**config.mk**
```make
export PLATFORM = sky130hd
export DESIGN_NAME = iiwm_cfg
export DESIGN_NICKNAME = d
export VERILOG_FILES = /design/src/sv/iiwm_pkg.sv /design/src/sv/iiwm_cfg.sv
export SDC_FILE = /design/constraint.sdc
export NUM_CORES = 1
export LEC_CHECK = 0
export ABC_AREA = 1
export BUFFER_PORTS_ARGS = -buffer_cell sky130_fd_sc_hd__buf_2
export CAP_MARGIN = 5
export CORE_MARGIN = 3
export CORE_UTILIZATION = 35
export CTS_CLUSTER_DIAMETER = 40
export DETAILED_ROUTE_END_ITERATION = 16
export PLACE_DENSITY = 0.73
export SETUP_SLACK_MARGIN = 0.2
export SLEW_MARGIN = 20
export SYNTH_ARGS = -nofsm -noshare
export SYNTH_HDL_FRONTEND = slang
export SYNTH_SLANG_ARGS = --single-unit
export TNS_END_PERCENT = 5
```
**constraint.sdc**
```tcl
create_clock -name clk -period 1.25 [get_ports clk]
set_input_delay 0.1875 -clock clk [delete_from_list [all_inputs] [get_ports clk]]
set_output_delay 0.1875 -clock clk [all_outputs]
set_load 0.005 [all_outputs]
```
**src/sv/iiwm_pkg.sv**
```systemverilog
package iiwm_pkg;

  localparam int ELEM_W       = 16;  // signed element
  localparam int SUM_W        = 36;  // signed prefix sums
  localparam int IDX_W        = 10;  // row and column fields of a result
  localparam int SIDE_W       = 11;  // matrix_side register
  localparam int MAX_SIDE_DEF = 1024;

  localparam logic [SIDE_W-1:0] SIDE_RESET = 11'd1024;

  // APB map: one 32-bit register
  localparam int APB_AW = 2;
  localparam int APB_DW = 32;
  localparam logic [APB_AW-1:0] ADDR_MATRIX_SIDE = 2'd0;

endpackage

```
**src/sv/iiwm_cfg.sv**
```systemverilog
module iiwm_cfg #(
  parameter int MAX_SIDE = iiwm_pkg::MAX_SIDE_DEF,
  localparam int CW = (MAX_SIDE > 1) ? $clog2(MAX_SIDE) : 1
) (
  input  logic                        clk,
  input  logic                        rst,
  input  logic                        psel,
  input  logic                        penable,
  input  logic                        pwrite,
  input  logic [iiwm_pkg::APB_AW-1:0] paddr,
  input  logic [iiwm_pkg::APB_DW-1:0] pwdata,
  output logic [iiwm_pkg::APB_DW-1:0] prdata,
  output logic                        pready,
  output logic [CW-1:0]               side_last
);

  localparam logic [CW-1:0] MAX_LAST = CW'(MAX_SIDE - 1);

  logic [iiwm_pkg::SIDE_W-1:0] matrix_side;
  logic [iiwm_pkg::SIDE_W-1:0] side_dec;

  assign pready = 1'b1;

  always_ff @(posedge clk) begin
    if (rst) begin
      matrix_side <= iiwm_pkg::SIDE_RESET;
    end else if (psel && penable && pwrite && pready &&
                 paddr == iiwm_pkg::ADDR_MATRIX_SIDE) begin
      matrix_side <= pwdata[iiwm_pkg::SIDE_W-1:0];
    end
  end

  always_comb begin
    prdata = '0;
    if (paddr == iiwm_pkg::ADDR_MATRIX_SIDE) begin
      prdata = iiwm_pkg::APB_DW'(matrix_side);
    end
  end

  // Zero acts as one, anything past the line store acts as its depth
  assign side_dec = matrix_side - 1'b1;

  always_comb begin
    priority if (matrix_side == '0) begin
      side_last = '0;
    end else if (32'(matrix_side) > MAX_SIDE) begin
      side_last = MAX_LAST;
    end else begin
      side_last = CW'(side_dec);
    end
  end

endmodule

```
# Yosys cells after proc, flatten, opt, wreduce, memory -nomap -nowiden
# Index checks and enable logic that the tools add are counted.
[totals]
out_inout_bits = 43
register_bits = 11
rom_bits = 0
latch_bits = 0
memories = 0
ramBits = 0
[op_classes]
magnitude_cmp = 1
n_reduce_logical = 5
muxes = 3
add_sub_neg = 1
bitwise_logic = 0
eq_ne = 0
mul = 0
shift = 0
div_mod_pow = 0
[op_table]
columns = ["operator", "count"]
rows = [
  ["$mux 10", 2],
  ["$gt 11x11->1 const B", 1],
  ["$logic_not 11->1", 1],
  ["$mux 11", 1],
  ["$sub 10x1->10 const B", 1],
  ["$logic_and 1x1->1", 3],
  ["$logic_not 2->1", 1],
]

# Logic depth before layout (Yosys ltp)
# Gate-level depths: netlist (run 1).
[logic_depth]
depth_word = 3
mapped_depth = 9

# Worst setup path after synthesis (run 1)
# OpenSTA, ideal clock, no wires.
[synth_path]
kind = "reg-to-output"
from = "register matrix_side[0] (netlist bit)"
to = "output port side_last[3]"
arrival_ps = 1132
stages_incl_launch_ff = 10
t_required_ps = 1062
path_slack_ps = -69
path_cell_list = "dfxtp_1 inv_1 ha_1 nand2_2 nor2_4 nand2_2 nand2_4 inv_2 nor2_1 nor2_1"
[synth_via]
elab_chain_cells = 3
word_cells_on_any_way = 5
cone_classes = "1 x add/sub; 1 x order compare; 2 x mux; 1 x reduce/logical"
[synth_rtl]
columns = ["item", "line", "rtl"]
rows = [
  ["from (decl)", "iiwm_cfg.sv:19", "logic [iiwm_pkg::SIDE_W-1:0] matrix_side;"],
  ["from (signal assigned)", "iiwm_cfg.sv:26", "matrix_side <= iiwm_pkg::SIDE_RESET;"],
  ["from (signal assigned)", "iiwm_cfg.sv:29", "matrix_side <= pwdata[iiwm_pkg::SIDE_W-1:0];"],
  ["$sub 10x1->10 or $gt 11x11->1 (tied branches)", "iiwm_cfg.sv:41, iiwm_cfg.sv:46", ""],
  ["$mux 10", "iiwm_cfg.sv:46", "end else if (32'(matrix_side) > MAX_SIDE) begin"],
  ["$mux 10 (*)", "iiwm_cfg.sv:44", "priority if (matrix_side == '0) begin"],
  ["to (decl)", "iiwm_cfg.sv:14", "output logic [CW-1:0] side_last"],
]
# Mark *: on every way between the ends. The rest lies on a longest branch, timed or not.

# Worst setup path in the final report (run 1)
[layout_path]
from = "register matrix_side[0] (netlist bit)"
to = "output port side_last[4]"
# Same word-level chain as after synthesis.

==> reports/metrics.cfg, run 1 <==
[die]
dieArea_um2=3486
core-area_um2=2567
rows=18
fp.dieW_um=59.04
ios=82
die_height_um=59.04
initial_utilization_pct=38.35

[placed_design]
preCtsSetupSlack_ns=-0.1172
gp_congestion=0.8007
port_buffers=38
dp_hpwl_mm=1.809
dpl-instance-area_um2=1250
place_inst=240

[setup_path]
cp-start-kind=flip-flop
crit_start=matrix_side[0]$_SDFFE_PP0P_
path_class=reg2out
rr_startpoint=matrix_side[7]$_SDFFE_PP0P_
reg2reg_slack_ns=0.45
cp-endpoint=side_last[4]
crit_top_cell=nand2_4
worstPathMaxFanout=4
max_stage_delay_ns=0.32
crit_arrival_ns=1.49
critPathRequiredTime_ns=1.06
worst-r2r-cell-count=4
worst_setup_path_end_kind=primary output
r2r-end=matrix_side[7]$_SDFFE_PP0P_
cp_slowest_cell=dfxtp_2
worstPathCellList=inv_2, ha_4, nand2_4, nor2_4, nand2_2, nand2_4, buf_4, nand2_1, buf_2

[timing]
rsz0062_at_grt=yes
timing.fmax_mhz=594.8
setup_ws_ns=-0.4312
final_max_slew_viol_count=0
fin_crit_sh_pct=134.5
finalSetupViolCount=11
fin_skew_ns=0
layout_min_cycle_time_ns=1.681
hold_viol_final=0

[clocking]
clk-insertion-delay-late_ns=0.26
cts_tree=done
cts_buffer_depth=2
cts.sinks=11
cts_buffers=3
clk_pin_slew_ns=0.07
cts_hold_buf=0
cts_root_buf=clkbuf_4
h-tree-depth=1

[yosys]
avgSynthCellArea_um2=6.154
synth-edff-count=0
synthTopCellsByArea=dfxtp_1 22%, nor2_1 17%, buf_4 17%, nand2_1 8.4%, o21ai_0 6.1%
ys_types=22
ys_ff_latch=11
syn_inst=160
synth_commonest_cells=45 x nor2_1, 22 x buf_4, 22 x nand2_1
yosysWarnings=0
async_reset_ff_share_pct=0
syn-cell-area_um2=984.7
ys_seq_area_share_pct=22.36
yosysMostFrequentCell=nor2_1
synth_top_area_share_pct=22.36
synth_top_flop_cell=dfxtp_1
yosysTopAreaCell=dfxtp_1

[layout]
n_fill_cell=273
layout.cells.non_filler=247
area_growth_syn_to_layout_pct=41.42
largest_register_ff_count=11
final_cell_area_um2=1393
drive_above_1_share_pct=47.47
layout.nets=258
multi_input_area_um2=631.9
n_antenna_cell=0
regArea_um2=240.2
top_regs=matrix_side x11
top_register=matrix_side

[global_route]
overflow=0
grt_pass1_vias=850
grt_max_degree=13
antenna_found_initial=0
grtUsageTotal_pct=12.86
grt_pass1_wl_mm=3.498

[power]
peakVddDrop_uv=478.3
p_leak_nw=0.7462
power_density_nw_per_um2=661.3

[detailed_routing]
firstDrtPassIters=4
drt-initial-drc-count=21
routed_wl_mm=2.237
drt-vias-per-instance=4.154
drtAntennaViolNets=0
num_vias=1026
drc=0
wl_per_cell_um=9.057

[hold_path]
min_from=pwdata[10]
hp-class=in2reg

[run_status]
violations=negative setup slack
status=finished with violations

[run]
maxCapViolations=0

## how the worst min path moves through the flow
| stage | end | slack, ns | cells past startpoint |
|---|---|---|---|
| floorplan | matrix_side[10]$_SDFFE_PP1P_ | 0.30 | 2 |
| global placement | matrix_side[10]$_SDFFE_PP1P_ | 0.40 | 3 |
| detailed placement | matrix_side[10]$_SDFFE_PP1P_ | 0.41 | 3 |
| CTS | matrix_side[10]$_SDFFE_PP1P_ | 0.12 | 3 |
| global route | matrix_side[10]$_SDFFE_PP1P_ | 0.16 | 3 |
| finish | matrix_side[10]$_SDFFE_PP1P_ | 0.13 | 3 |
## cells by family after synthesis
group           Yosys count  share of synthesized area [%]
flops                    11                          22.36
other cells               2                         0.7627
fa+ha+maj                 1                          1.270
xor+xnor                  4                          3.557
compound gates           15                          7.879
simple gates             83                          37.48
buf+inv                  44                          26.68
## final cells by class
type / instances / share of cell area (%)
timing repair buffer: 59 / 26.86
multi-input combinational: 125 / 45.37
inverter: 18 / 5.930
clock buffer: 4 / 1.887
sequential: 11 / 17.25
tap: 30 / 2.695
## layout by cell type, fill, tap and decap left out
cell / count
inv_4: 6
nand2_1: 21
nand3_1: 3
o211ai_1: 1
nor3_2: 2
ha_4: 1
nor2_1: 40
conb_1: 22
o21ai_0: 12
nand2_4: 2
xor2_1: 4
clkbuf_4: 3
dfxtp_2: 7
buf_6: 7
dfxtp_1: 1
inv_1: 7
buf_2: 38
nand3_2: 2
a21oi_1: 2
inv_2: 5
or2_4: 1
nor2_4: 2
nand3_4: 1
clkbuf_1: 1
dfxtp_4: 3
nor2_2: 7
buf_4: 14
nand2_2: 2
## per-layer routing
metal	part of all wire (%)	global-route usage, %	vias up
met3	6.8	1.307	4
met5	0	0	-
met2	50	21.29	35
met4	1.1	5.825	0
met1	42	16.76	432
li1	-	-	555
## through the flow
step,util (%),hold slack [ns],setup TNS [ns],total power [mW]
finish,54.24,0.1287,-4.095,0.9209
global route,54.24,0.1579,-5.191,0.9953
detailed placement,48.68,0.4061,-1.062,0.6563
floorplan,-,0.3007,0,0.5957
global placement,48.68,0.3982,-0.8063,0.6526
CTS,52.39,0.1216,-3.867,0.9066
## timing repair
item / CTS / global route
cloned: 0 / 0
setup buffers: 0 / 3
endpoints found under the setup margin: 21 / 32
gates resized for setup: 33 / 7
pin swaps: 10 / 10
## worst max-delay path: cells and delay by family, from the launching register on
family                     cells  cell delay (ns)
DFF                            1             0.32
buffers and inverters          3             0.32
and+or+nand+nor                5             0.43
adders and majority gates      1             0.16
## report_power, final
part	switching, mW	internal [mW]
Combinational	0.168	0.153
Sequential	0.00890	0.354
Clock	0.113	0.124
Note: power is estimated with default switching activity, not from simulation.
==> run 2: changes to the inputs <==
--- a/config.mk
+++ b/config.mk
@@ -12,7 +12,7 @@
 export CORE_UTILIZATION = 35
 export CTS_CLUSTER_DIAMETER = 40
 export DETAILED_ROUTE_END_ITERATION = 16
-export PLACE_DENSITY = 0.73
+export PLACE_DENSITY = 0.77
 export SETUP_SLACK_MARGIN = 0.2
 export SLEW_MARGIN = 20
 export SYNTH_ARGS = -nofsm -noshare
==> run 2 against run 1 <==
Compared with the run above: the flow still finishes with violations (negative setup slack); non-clock buffer count decreased by 3; clock skew stayed put; core utilization rose by 0.44 points; first-iteration DRC count up 29%; combinational power is 3% lower; die area did not move; maximum frequency is 2.5% higher; sequential cell count unchanged; wire length grew 1.3%; clock-buffer cell count unchanged; highest routed layer unchanged.
==> reports/metrics.cfg, run 2 (same netlist as run 1, synthesis figures left out) <==
[hold_path]
hp-class=in2reg
hold_depth=3
min_to=matrix_side[10]$_SDFFE_PP1P_
min_from=pwdata[10]

[detailed_routing]
routed_wl_mm=2.267
wl_per_cell_um=9.291
drt-vias-per-instance=4.217
num_vias=1029
drt-initial-drc-count=27
firstDrtPassIters=4
drc=0
drtAntennaViolNets=0

[power]
p_seq_share_pct=39.9
switching_share_pct=31.61
pwr-share-comb_pct=34.3
peakVddDrop_uv=473.8
power_density_nw_per_um2=645.3
p_clk_share_pct=25.7
p_leak_nw=0.7364
switching_power_uw=286.4
p_int_uw=619.6

[timing]
fin_skew_ns=0
timing.fmax_mhz=609.8
fin_crit_sh_pct=131.2
finalSetupViolCount=10
layout_min_cycle_time_ns=1.640
rsz0062_at_grt=yes
hold_viol_final=0
hold_ws_ns=0.1332
setup_ws_ns=-0.3900
final_max_slew_viol_count=0

[placed_design]
place_inst=240
gp_congestion=0.8340
dp_hpwl_mm=1.847
port_buffers=38
dpl-instance-area_um2=1250

[setup_path]
worstPathMaxFanout=4
r2r-end=matrix_side[7]$_SDFFE_PP0P_
reg2reg_slack_ns=0.45
worst_setup_path_end_kind=primary output
rr_startpoint=matrix_side[7]$_SDFFE_PP0P_
cp-start-kind=flip-flop
critPathRequiredTime_ns=1.06
worst-r2r-cell-count=4
path_class=reg2out
crit_arrival_ns=1.45

[clocking]
cts_root_buf=clkbuf_4
cts.sinks=11
clk-insertion-delay-late_ns=0.26
cts_buffer_depth=2
cts_buffers=3
post_cts_buffers=0
cts_tree=done
clk_pin_slew_ns=0.07
h-tree-depth=1

[die]
fp.dieW_um=59.04
initial_utilization_pct=38.35
rows=18
dieArea_um2=3486
core-area_um2=2567
ios=82
die_height_um=59.04

[layout]
top_register=matrix_side
final_common_cell=buf_2
layout.cells.non_filler=244
largest_register_ff_count=11
layout.nets=255
n_antenna_cell=0
layout_common_cells=37 x buf_2, 36 x nor2_1, 22 x conb_1
area_growth_syn_to_layout_pct=42.57
final_cell_area_um2=1404
drive_above_1_share_pct=49.07
top_regs=matrix_side x11
n_fill_cell=273

[global_route]
grt_pass1_vias=819
grt_pass1_wl_mm=3.415
grtUsageTotal_pct=12.63
overflow=0
grt_max_degree=13
antenna_found_initial=0

[run_status]
status=finished with violations
violations=negative setup slack

[run]
maxCapViolations=0

## run 2: cell count changes in the layout (fill, tap and decap cells not counted), sizes merged
cell	delta
buf	-3
## run 2: repair_timing
action	4_1_cts	5_1_grt
endpoints found under the setup margin	21	30
gates cloned	0	0
pin swaps	12	8
hold buffers	0	0
resized for setup	37	14
## run 2: metrics by stage
stage | power, mW | setup TNS, ns | worst slack, ns | util (%)
finish | 0.9059 | -3.665 | -0.3900 | 54.68
global route | 0.9786 | -4.805 | -0.4988 | 54.68
CTS | 0.9005 | -3.739 | -0.3998 | 52.88
detailed placement | 0.6561 | -0.9859 | -0.1133 | 48.68
global placement | 0.6515 | -0.8257 | -0.09769 | 48.68
floorplan | 0.5957 | 0 | 0.05085 | -
## run 2: area by class of cell
cell class / count / area (um^2) / area share, %
tap: 30 / 37.54 / 2.674
clock buffer: 4 / 26.28 / 1.872
timing repair buffer: 56 / 365.4 / 26.02
inverter: 18 / 82.58 / 5.882
sequential: 11 / 244.0 / 17.38
multi-input combinational: 125 / 648.1 / 46.17
## run 2: critical path, cell delays in order, from the launching register on
cell and delay (ns):
dfxtp_2 0.34, inv_2 0.07, ha_4 0.15, nand2_4 0.07, nor2_4 0.11, nand2_2 0.07
nand2_4 0.08, inv_2 0.05, nor2_2 0.09, nor2_1 0.04, buf_2 0.12
## run 2: worst max path at each step
stage                     cells past startpoint                   startpoint           end  slack (ns)
after CTS                                    10  matrix_side[1]$_SDFFE_PP0P_  side_last[3]       -0.40
after global routing                         10  matrix_side[1]$_SDFFE_PP0P_  side_last[6]       -0.50
after detailed placement                      7  matrix_side[6]$_SDFFE_PP0P_  side_last[1]       -0.11
final                                        10  matrix_side[1]$_SDFFE_PP0P_  side_last[3]       -0.39
after global placement                        8  matrix_side[1]$_SDFFE_PP0P_  side_last[4]        -0.1
after floorplan                               9  matrix_side[0]$_SDFFE_PP0P_  side_last[3]        0.05
## run 2: power groups by stage
stage                     sequential [mW]  combinational, mW  clock [mW]
after floorplan                     0.374              0.222           0
after global placement              0.373              0.278           0
after detailed placement            0.374              0.283           0
after CTS                           0.363              0.298       0.240
after global routing                0.363              0.356       0.260
final                               0.362              0.311       0.233
## run 2: per-layer routing
metal	vias to the layer above	GRT usage, %	share of wire (%)
li1	553	-	-
met1	437	16.22	42
met2	35	20.98	49
met3	4	1.307	6.5
met4	0	6.149	1.9
met5	-	0	0
==> run 3: changes to the inputs <==
--- a/config.mk
+++ b/config.mk
@@ -13,7 +13,9 @@
 export CTS_CLUSTER_DIAMETER = 40
 export DETAILED_ROUTE_END_ITERATION = 16
 export PLACE_DENSITY = 0.77
+export REMOVE_ABC_BUFFERS = 1
 export SETUP_SLACK_MARGIN = 0.2
+export SKIP_CTS_REPAIR_TIMING = 1
 export SLEW_MARGIN = 20
 export SYNTH_ARGS = -nofsm -noshare
 export SYNTH_HDL_FRONTEND = slang
==> constraint.sdc (replaced) <==
create_clock -name clk -period 1.25 [get_ports clk]
set_input_delay 0.125 -clock clk [delete_from_list [all_inputs] [get_ports clk]]
set_output_delay 0.125 -clock clk [all_outputs]
set_load 0.005 [all_outputs]
==> run 3 against run 2 <==
Compared with the run above: the flow still finishes with violations (negative setup slack); highest routed layer unchanged; combinational power is 4% lower; register-to-register slack better by 0.06 ns; global-route usage is 0.18 points higher; cell area is 6.6% lower; wire length is 3.0% higher; hold slack worse by 0.080 ns; clock skew stayed put; sequential share of layout area is 0.94 points higher; clock-buffer cell count stayed put; maximum frequency is 2.5% higher; critical path type unchanged.
==> reports/metrics.cfg, run 3 (same netlist as run 1, synthesis figures left out) <==
[setup_path]
worstPathMaxFanout=6
r2r-end=matrix_side[2]$_SDFFE_PP0P_
reg2reg_slack_ns=0.51
cp-start-kind=flip-flop
worst-r2r-cell-count=3
worstPathCellList=nor2_2, nand2_2, nor2_4, nand2_2, nand2_4, inv_4, nor2_2, nor2_1, buf_2
crit_arrival_ns=1.48
rr_startpoint=matrix_side[2]$_SDFFE_PP0P_
critPathRequiredTime_ns=1.12
cp-endpoint=side_last[6]
cp_slowest_cell=dfxtp_4
path_class=reg2out
crit_start=matrix_side[4]$_SDFFE_PP0P_
worst_setup_path_end_kind=primary output
max_stage_delay_ns=0.36

[power]
p_seq_share_pct=40.3
switching_share_pct=32.11
p_leak_nw=0.6976
total_power_uw=898.6
power_density_nw_per_um2=685.3
pwr-share-comb_pct=33.3
p_clk_share_pct=26.4
peakVddDrop_uv=435.8
switching_power_uw=288.5
p_int_uw=610.0

[timing]
hold_ws_ns=0.05317
rsz0062_at_grt=yes
setup_ws_ns=-0.3502
fin_tns_setup_ns=-3.308
finalSetupViolCount=10
hold_viol_final=0
layout_min_cycle_time_ns=1.600
timing.fmax_mhz=624.9
fin_skew_ns=0
final_max_slew_viol_count=0
fin_crit_sh_pct=128.0

[detailed_routing]
drc=0
wl_per_cell_um=9.725
firstDrtPassIters=3
drt-initial-drc-count=19
drt-vias-per-instance=4.163
drtAntennaViolNets=0
num_vias=999
routed_wl_mm=2.334

[clocking]
clk-insertion-delay-late_ns=0.27
cts_buffer_depth=2
cts_root_buf=clkbuf_4
cts_buffers=3
cts_tree=done
clk_pin_slew_ns=0.06
h-tree-depth=1
cts.sinks=11

[die]
die_height_um=59.04
ios=82
fp.dieW_um=59.04
dieArea_um2=3486
core-area_um2=2567
rows=18
initial_utilization_pct=38.35

[global_route]
grtUsageTotal_pct=12.81
grt_pass1_wl_mm=3.374
grt_pass1_vias=815
grt_max_degree=13
antenna_found_initial=0
overflow=0

[layout]
n_antenna_cell=0
layout_common_cells=38 x buf_2, 37 x nor2_1, 22 x conb_1
fin_util_pct=51.07
layout.nets=251
top_register=matrix_side
final_cell_area_um2=1311
drive_above_1_share_pct=45.71
largest_register_ff_count=11
area_growth_syn_to_layout_pct=33.16
final_common_cell=buf_2
top_regs=matrix_side x11

[run_status]
status=finished with violations
violations=negative setup slack

[placed_design]
gp_congestion=0.8224
dp_hpwl_mm=1.866
port_buffers=38
dpl-instance-area_um2=1182

[run]
maxCapViolations=0

[hold_path]
hp-class=in2reg

[run 3: cell count changes in the layout (fill, tap and decap cells not counted), moves of 2 or more]
cell     before  now
buf_4        10   12
buf_6         8    2
dfxtp_1       0    3
dfxtp_2       7    4
inv_1         6    8
inv_2         6    9
inv_4         6    1
[run 3: final cells by class]
| cell class | instances | area [um^2] |
|---|---|---|
| clock buffer | 4 | 26.28 |
| tap | 30 | 37.54 |
| fill | 271 | 1256 |
| sequential | 11 | 240.2 |
| timing repair buffer | 52 | 302.8 |
| multi-input combinational | 125 | 634.4 |
| inverter | 18 | 70.07 |
[run 3: how the worst min path moves through the flow]
stage,startpoint,endpoint,depth (start not counted)
2_1_floorplan,pwdata[10],matrix_side[10]$_SDFFE_PP1P_,2
4_1_cts,pwdata[10],matrix_side[10]$_SDFFE_PP1P_,3
3_3_place_gp,pwdata[10],matrix_side[10]$_SDFFE_PP1P_,3
3_5_place_dp,pwdata[10],matrix_side[10]$_SDFFE_PP1P_,3
5_1_grt,pwdata[10],matrix_side[10]$_SDFFE_PP1P_,3
6_report,pwdata[10],matrix_side[10]$_SDFFE_PP1P_,3
[run 3: per-stage QoR]
stage,setup WS (ns),cells
5_1_grt,-0.4577,240
4_1_cts,-0.4622,238
3_3_place_gp,-0.1198,234
6_report,-0.3502,240
2_1_floorplan,-0.006564,154
3_5_place_dp,-0.1630,234
[run 3: power by group through the flow]
| stage | Combinational (mW) | Clock, mW | Sequential (mW) |
|---|---|---|---|
| 3_3_place_gp | 0.262 | 0 | 0.373 |
| 3_5_place_dp | 0.265 | 0 | 0.374 |
| 6_report | 0.299 | 0.238 | 0.362 |
| 4_1_cts | 0.266 | 0.246 | 0.366 |
| 2_1_floorplan | 0.163 | 0 | 0.373 |
| 5_1_grt | 0.339 | 0.264 | 0.363 |
[run 3: critical path: cells and delay by family (launching register included)]
| family | cells | cell delay, ns |
|---|---|---|
| buffers and inverters | 2 | 0.17 |
| and+or+nand+nor | 7 | 0.69 |
| DFF | 1 | 0.36 |
[run 3: layer usage]
metal  wire, um  GRT usage, %  vias to the layer above
met2       1079         22.24                       39
li1           -             -                      541
met1       1033         15.29                      414
met5          0             0                        -
met3        177         1.525                        5
met4         44         6.796                        0
